## src/sv/btpm_pkg.sv

```systemverilog
`timescale 1ns / 1ps
package btpm_pkg;

   localparam int ADDR_BITS = 32;
   localparam int MAX_NODES = 4096;
   localparam int NODE_BITS = $clog2(MAX_NODES);
   localparam int USED_BITS = $clog2(MAX_NODES + 1);
   localparam int MISS_BITS = $clog2(ADDR_BITS + 1);
   localparam int HOP_BITS  = 32;
   localparam int PORT_BITS = 4;

   typedef enum logic {
      CMD_INSERT = 1'b0,
      CMD_LOOKUP = 1'b1
   } cmd_type;

   typedef enum logic [1:0] {
      STATUS_OK   = 2'd0,
      STATUS_MISS = 2'd1,
      STATUS_FULL = 2'd2
   } status_type;

   typedef enum logic [2:0] {
      ST_IDLE,
      ST_WALK,
      ST_COUNT,
      ST_CHECK,
      ST_ALLOC,
      ST_STORE,
      ST_RESULT
   } engine_state_type;

   // one trie node as held in the node store
   typedef struct packed {
      logic [NODE_BITS-1:0] child_low;
      logic [NODE_BITS-1:0] child_high;
      logic                 route_here;
      logic [HOP_BITS-1:0]  hop;
      logic [PORT_BITS-1:0] port;
   } node_word_type;

   // classified request handed from front to back
   typedef struct packed {
      cmd_type              cmd;
      logic [ADDR_BITS-1:0] address;
      logic [ADDR_BITS-1:0] walk_mask;
      logic [HOP_BITS-1:0]  hop;
      logic [PORT_BITS-1:0] port;
   } req_item_type;

endpackage

```

## src/sv/btpm_front.sv

```systemverilog
`timescale 1ns / 1ps
module btpm_front
   import btpm_pkg::*;
(
   input  logic                 clock,
   input  logic                 reset,
   input  logic                 req_push,
   output logic                 req_full,
   input  logic                 req_cmd,
   input  logic [ADDR_BITS-1:0] req_address,
   input  logic [ADDR_BITS-1:0] req_prefix_mask,
   input  logic [HOP_BITS-1:0]  req_hop_address,
   input  logic [PORT_BITS-1:0] req_out_port,
   output logic                 q_valid,
   output req_item_type         q_item,
   input  logic                 q_pop
);

   localparam int QUEUE_DEPTH = 2;

   req_item_type entries_ff [QUEUE_DEPTH];
   req_item_type item_in;
   logic         wr_ptr_ff, wr_ptr_in;
   logic         rd_ptr_ff, rd_ptr_in;
   logic [1:0]   count_ff, count_in;
   logic         do_push, do_pop;

   assign req_full = (count_ff == 2'(QUEUE_DEPTH));
   assign q_valid  = (count_ff != 2'd0);
   assign q_item   = entries_ff[rd_ptr_ff];
   assign do_push  = req_push && !req_full;
   assign do_pop   = q_pop && q_valid;

   always_comb begin
      item_in.cmd     = cmd_type'(req_cmd);
      item_in.address = req_address;
      // a lookup walks every address bit; an insert stops at the first zero of its mask
      item_in.walk_mask = (cmd_type'(req_cmd) == CMD_LOOKUP) ? '1 : req_prefix_mask;
      item_in.hop     = req_hop_address;
      item_in.port    = req_out_port;
      wr_ptr_in = do_push ? !wr_ptr_ff : wr_ptr_ff;
      rd_ptr_in = do_pop ? !rd_ptr_ff : rd_ptr_ff;
      count_in  = count_ff + 2'(do_push) - 2'(do_pop);
   end

   always_ff @(posedge clock) begin
      if (reset) begin
         wr_ptr_ff <= 1'b0;
         rd_ptr_ff <= 1'b0;
         count_ff  <= 2'd0;
      end else begin
         wr_ptr_ff <= wr_ptr_in;
         rd_ptr_ff <= rd_ptr_in;
         count_ff  <= count_in;
      end
   end

   always_ff @(posedge clock) begin
      if (do_push) begin
         entries_ff[wr_ptr_ff] <= item_in;
      end
   end

endmodule

```

## config.mk

```make
export PLATFORM = sky130hd
export DESIGN_NAME = btpm_front
export DESIGN_NICKNAME = d
export VERILOG_FILES = /design/src/sv/btpm_pkg.sv /design/src/sv/btpm_front.sv
export SDC_FILE = /design/constraint.sdc
export NUM_CORES = 1
export LEC_CHECK = 0
export BUFFER_PORTS_ARGS = -buffer_cell sky130_fd_sc_hd__buf_2
export CORE_MARGIN = 8
export CORE_UTILIZATION = 44
export DETAILED_ROUTE_END_ITERATION = 12
export MAX_ROUTING_LAYER = met4
export PLACE_DENSITY = 0.79
export SYNTH_ARGS = -nofsm -noshare
export SYNTH_HDL_FRONTEND = slang
export SYNTH_SLANG_ARGS = --single-unit
```

## constraint.sdc

```tcl
create_clock -name clock -period 4.4 [get_ports clock]
set_input_delay 0.22 -clock clock [delete_from_list [all_inputs] [get_ports clock]]
set_output_delay 0.22 -clock clock [all_outputs]
set_load 0.01 [all_outputs]
```

# Word-level counts from Yosys, hierarchy flattened

Memory sizes are Yosys's and may differ from the RTL's. A register that Yosys moved wholly into a read port is not among the register bits.
Index checks and enable logic that the tools add are counted.

Eq/ne operators: 1
Reductions and logical operators: 6
Muxes and demuxes: 5
$add $sub $neg: 2

Operator list:

| operator           | count |
|---|---|
| $mux 32            | 1 |
| $mux 1             | 4 |
| $logic_not 1->1    | 3 |
| $add 2x1->2        | 1 |
| $eq 2x2->1 const B | 1 |
| $logic_and 1x1->1  | 2 |
| $reduce_bool 2->1  | 1 |
| $sub 2x1->2        | 1 |

Memories kept: 1
Register bits: 4
Memory bits (writable): 202

Memories:

| name       | depth | width | rd ports | clocked after Yosys merged registers in | wr ports | RTL line         | RTL |
|---|---|---|---|---|---|---|---|
| entries_ff | 2     | 101   | 1        | 1                                       | 1        | btpm_front.sv:21 | `req_item_type entries_ff [QUEUE_DEPTH];` |

# Longest topological paths before layout

Depth in word-level cells: 5
Mapped depth: 8

# Worst setup path before layout

Ideal clock, no wire load.

Path kind: reg2reg
From: register count_ff[0]
To: memory entries_ff[0][0] (netlist name) (enable)
Arrival: 2.820 ns
Setup time: 0.454 ns
Path slack: 1.125 ns
Clock period less this slack: 3.275 ns
Path buffers: 0
Data required time: 3.946 ns
Stages on the path, launching flop included: 5
Cell sequence: dfxtp_1 -> nand2b_2 -> inv_2 -> or3_1 -> inv_1

Cells in the longest elaborated chain, start to end: 5

Ends and longest elaborated chain:

| item                         | RTL line         | RTL |
|---|---|---|
| from (decl)                  | btpm_front.sv:25 | `logic [1:0] count_ff, count_in;` |
| from (signal assigned)       | btpm_front.sv:54 | `count_ff <= count_in;` |
| $eq 2x2->1                   | btpm_front.sv:28 | `assign req_full = (count_ff == 2'(QUEUE_DEPTH));` |
| net req_full                 | btpm_front.sv:8  | `output logic req_full,` |
| $logic_not 1->1              | btpm_front.sv:31 | `assign do_push = req_push && !req_full;` |
| $logic_and 1x1->1            | btpm_front.sv:31 |  |
| $mux 1                       | btpm_front.sv:59 | `if (do_push) begin` |
| $mux 1 (not written as such) | btpm_front.sv:60 | `entries_ff[wr_ptr_ff] <= item_in;` |
| to (decl)                    | btpm_front.sv:21 |  |

The timed path passes the listed nets, and every way through them passes these cells.

# Final worst setup path

From: register count_ff[0]
To: memory entries_ff[0][43] (netlist name) (enable)

Cells in the longest elaborated chain, start to end: 5

Ends and longest elaborated chain:

| item                         | RTL line |
|---|---|
| $eq 2x2->1                   | btpm_front.sv:28 |
| $logic_not 1->1              | btpm_front.sv:31 |
| $logic_and 1x1->1            | btpm_front.sv:31 |
| $mux 1                       | btpm_front.sv:59 |
| $mux 1 (not written as such) | btpm_front.sv:60 |

Every way passes these cells.

==> qor.csv <==
metric;value;unit
syn_nets;482;
switching_share;26.1;%
dpl-instance-area;0.00900;mm²
port_buffers;207;
worstPathArrival;2.70;ns
min_from;req_prefix_mask[19];
antenna_left;0;
worstMarginPinSlew;1.12;ns
wl_per_cell;17.8;µm
ys_ff_latch;207;
grt_pass1_vias;4948;
grt_pass1_wl;25400;µm
clockBufferDepth;3;
slew_viol_final;0;
synth_cell_types;23;
seq_power_share;47.6;%
wirelength;16100;µm
rows;48;
drc;0;
die_w;149;µm
layout_commonest_cell;buf_2;
dr.pass1.iters;4;
place.gp.congestion;0.774;
die_h;149;µm
syn_area;0.00776;mm²
clk_pin_slew;0.06;ns
min_path_type;in2reg;
clock_latency;0.48;ns
drt_iter0_drc;169;
dp_hpwl;10500;µm
p_int;0.00393;W
io_pins;208;
status;finished clean;
setup_tns;0;ns
cp-start-kind;flip-flop;
cts_sinks;207;
setup_viol;0;
hold_ws;0.0228;ns
dp_slack;1.84;ns
yosys_warnings;0;
r2r_cells;5;
grt_usage;14.7;%
dieArea;0.0222;mm²
synth_top_area_share;78.1;%
synth_area_per_cell;20.7;µm²
path_cells;nand2b_2 > inv_2 > or3_1 > inv_4 > buf_4;
cts_root_buf;clkbuf_16;
setup_ws;1.87;ns
skew;0.00964;ns
n_antenna_cell;0;
cts_tree;yes;
comb_power_share;21.2;%
critPathKind;reg2reg;
cp_data_required_time;4.56;ns
final_cell_mix;207 x buf_2, 202 x edfxtp_1, 101 x mux2_1;
vdd_drop_max;0.000378;V
drive_gt1_share;36.5;%
nets;776;
slowest_stage;inv_4;
reg2reg_slack;1.87;ns
vias;4347;
reg2reg_from;count_ff[0];
rr_endpoint;entries_ff[0][43];
finalCritPeriodShare;57.5;%
synth_area_leaders;edfxtp_1 78%, mux2_1 15%, or2_1 2.4%, buf_6 1.3%, dfxtp_1 1.3%;
fin_crit;2.53;ns
synthCells;375;
area_growth;33.7;%
cap_viol_max_count;0;
power_frac_clock;31.2;%
coreArea;0.0173;mm²
power.density;512;mW/mm²
cts_buffers;21;
synth-seq-area-share;79.4;%
switching_power;0.00139;W
p_leak;3.87;nW
htreeDepth;1;
synth_largest_area_cell;edfxtp_1;
fmax;395;MHz
final_hold_viol_count;0;
cts_resized;0;
min_to;entries_ff[0][55];
overflow;0;
holdPathStages;2;
slowest_delay;0.82;ns
initial_core_util;44.9;%
postLayoutCellArea;0.0104;mm²
worstSetupEndpointType;flip-flop;
antenna_found_initial;0;
rsz0062_at_grt;false;
grt_max_degree;87;
worstPathMaxFanout;86;
vias_per_cell;4.79;
slew_headroom;25.6;%
[worst max-delay path, delay by kind of cell, from the launching register on]
kind | cells | cell delay (ns)
simple gates | 2 | 0.54
buf+inv | 3 | 1.27
flops | 1 | 0.37
[what timing repair did]
| action | in CTS | in global routing |
|---|---|---|
| buffers inserted | 0 | 0 |
| hold buffers | 74 | 0 |
| hold endpoints to repair | 150 | 0 |
[Yosys cell counts]
| cell type | count |
|---|---|
| a21oi_1 | 1 |
| and3_2 | 1 |
| buf_2 | 1 |
| buf_4 | 1 |
| buf_6 | 9 |
| clkbuf_1 | 3 |
| dfxtp_1 | 5 |
| edfxtp_1 | 202 |
| ha_1 | 2 |
| inv_1 | 3 |
| inv_2 | 1 |
| mux2_1 | 101 |
| nand2_1 | 1 |
| nand2b_2 | 1 |
| nor2_1 | 3 |
| nor2b_1 | 1 |
| o21a_2 | 1 |
| o21ai_0 | 1 |
| or2_1 | 30 |
| or2_2 | 3 |
| or3_1 | 1 |
| xnor2_1 | 2 |
| xor2_1 | 1 |
[power groups by stage]
stage               registers, W  clock network (W)  logic (W)
global route             0.00256            0.00177    0.00123
floorplan                0.00253                  0   0.000717
CTS                      0.00254            0.00170    0.00115
finish                   0.00253            0.00166    0.00113
detailed placement       0.00258                  0    0.00109
global placement         0.00256                  0    0.00107
[worst max-delay path by stage]
| stage | from | endpoint | slack [ns] | cells after the start |
|---|---|---|---|---|
| after CTS | count_ff[0] | entries_ff[0][45] | 1.85 | 5 |
| final | count_ff[0] | entries_ff[0][43] | 1.87 | 5 |
| after floorplan | count_ff[0] | entries_ff[0][0] | 1.13 | 4 |
| after global routing | count_ff[0] | entries_ff[0][45] | 1.72 | 5 |
| after global placement | count_ff[0] | entries_ff[0][41] | 1.95 | 5 |
| after detailed placement | count_ff[0] | entries_ff[0][31] | 1.84 | 5 |
[logic make-up after synthesis]
| family | count (synthesis) | share of synthesized area, % |
|---|---|---|
| XOR/XNOR | 3 | 0.338 |
| adder cells (fa/ha/maj) | 2 | 0.322 |
| flip-flops | 207 | 79.4 |
| AND/OR/NAND/NOR | 41 | 3.22 |
| multiplexers | 101 | 14.6 |
| AO/OA/AOI/OAI | 3 | 0.242 |
| buffers and inverters | 18 | 1.80 |
[per-layer routing]
metal | wire [µm] | global-route usage [%] | share of wire (%) | up-vias
met5 | 0 | - | 0 | -
met4 | 282 | 3.69 | 1.7 | 0
met3 | 998 | 3.25 | 6.2 | 27
met2 | 8460 | 26.3 | 52 | 150
met1 | 6410 | 16.5 | 40 | 2142
li1 | - | - | - | 2028
[per-stage QoR]
stage               total power [W]  std cells  utilization, %
global route                0.00555        907            60.0
CTS                         0.00539        907            60.0
detailed placement          0.00367        797            52.0
global placement            0.00363        797            52.0
floorplan                   0.00324        375               -
finish                      0.00532        907            60.0
[state kept, by name (all words and copies together), names as in the netlist, named ones only]
| register | flops |
|---|---|
| wr_ptr_ff | 1 |
| count_ff | 2 |
| rd_ptr_ff | 1 |
| entries_ff | 202 |
[area by class of cell]
| cell class | count | area (µm²) |
|---|---|---|
| multi-input cells | 150 | 1460 |
| repair buffers | 285 | 1810 |
| clock buffers | 25 | 541 |
| inverters | 4 | 17.5 |
| flip-flops and latches | 207 | 6170 |
| clock inverters | 11 | 101 |
| well taps | 225 | 282 |
| fillers | 1239 | 6920 |
(Power assumes the default switching activity.)
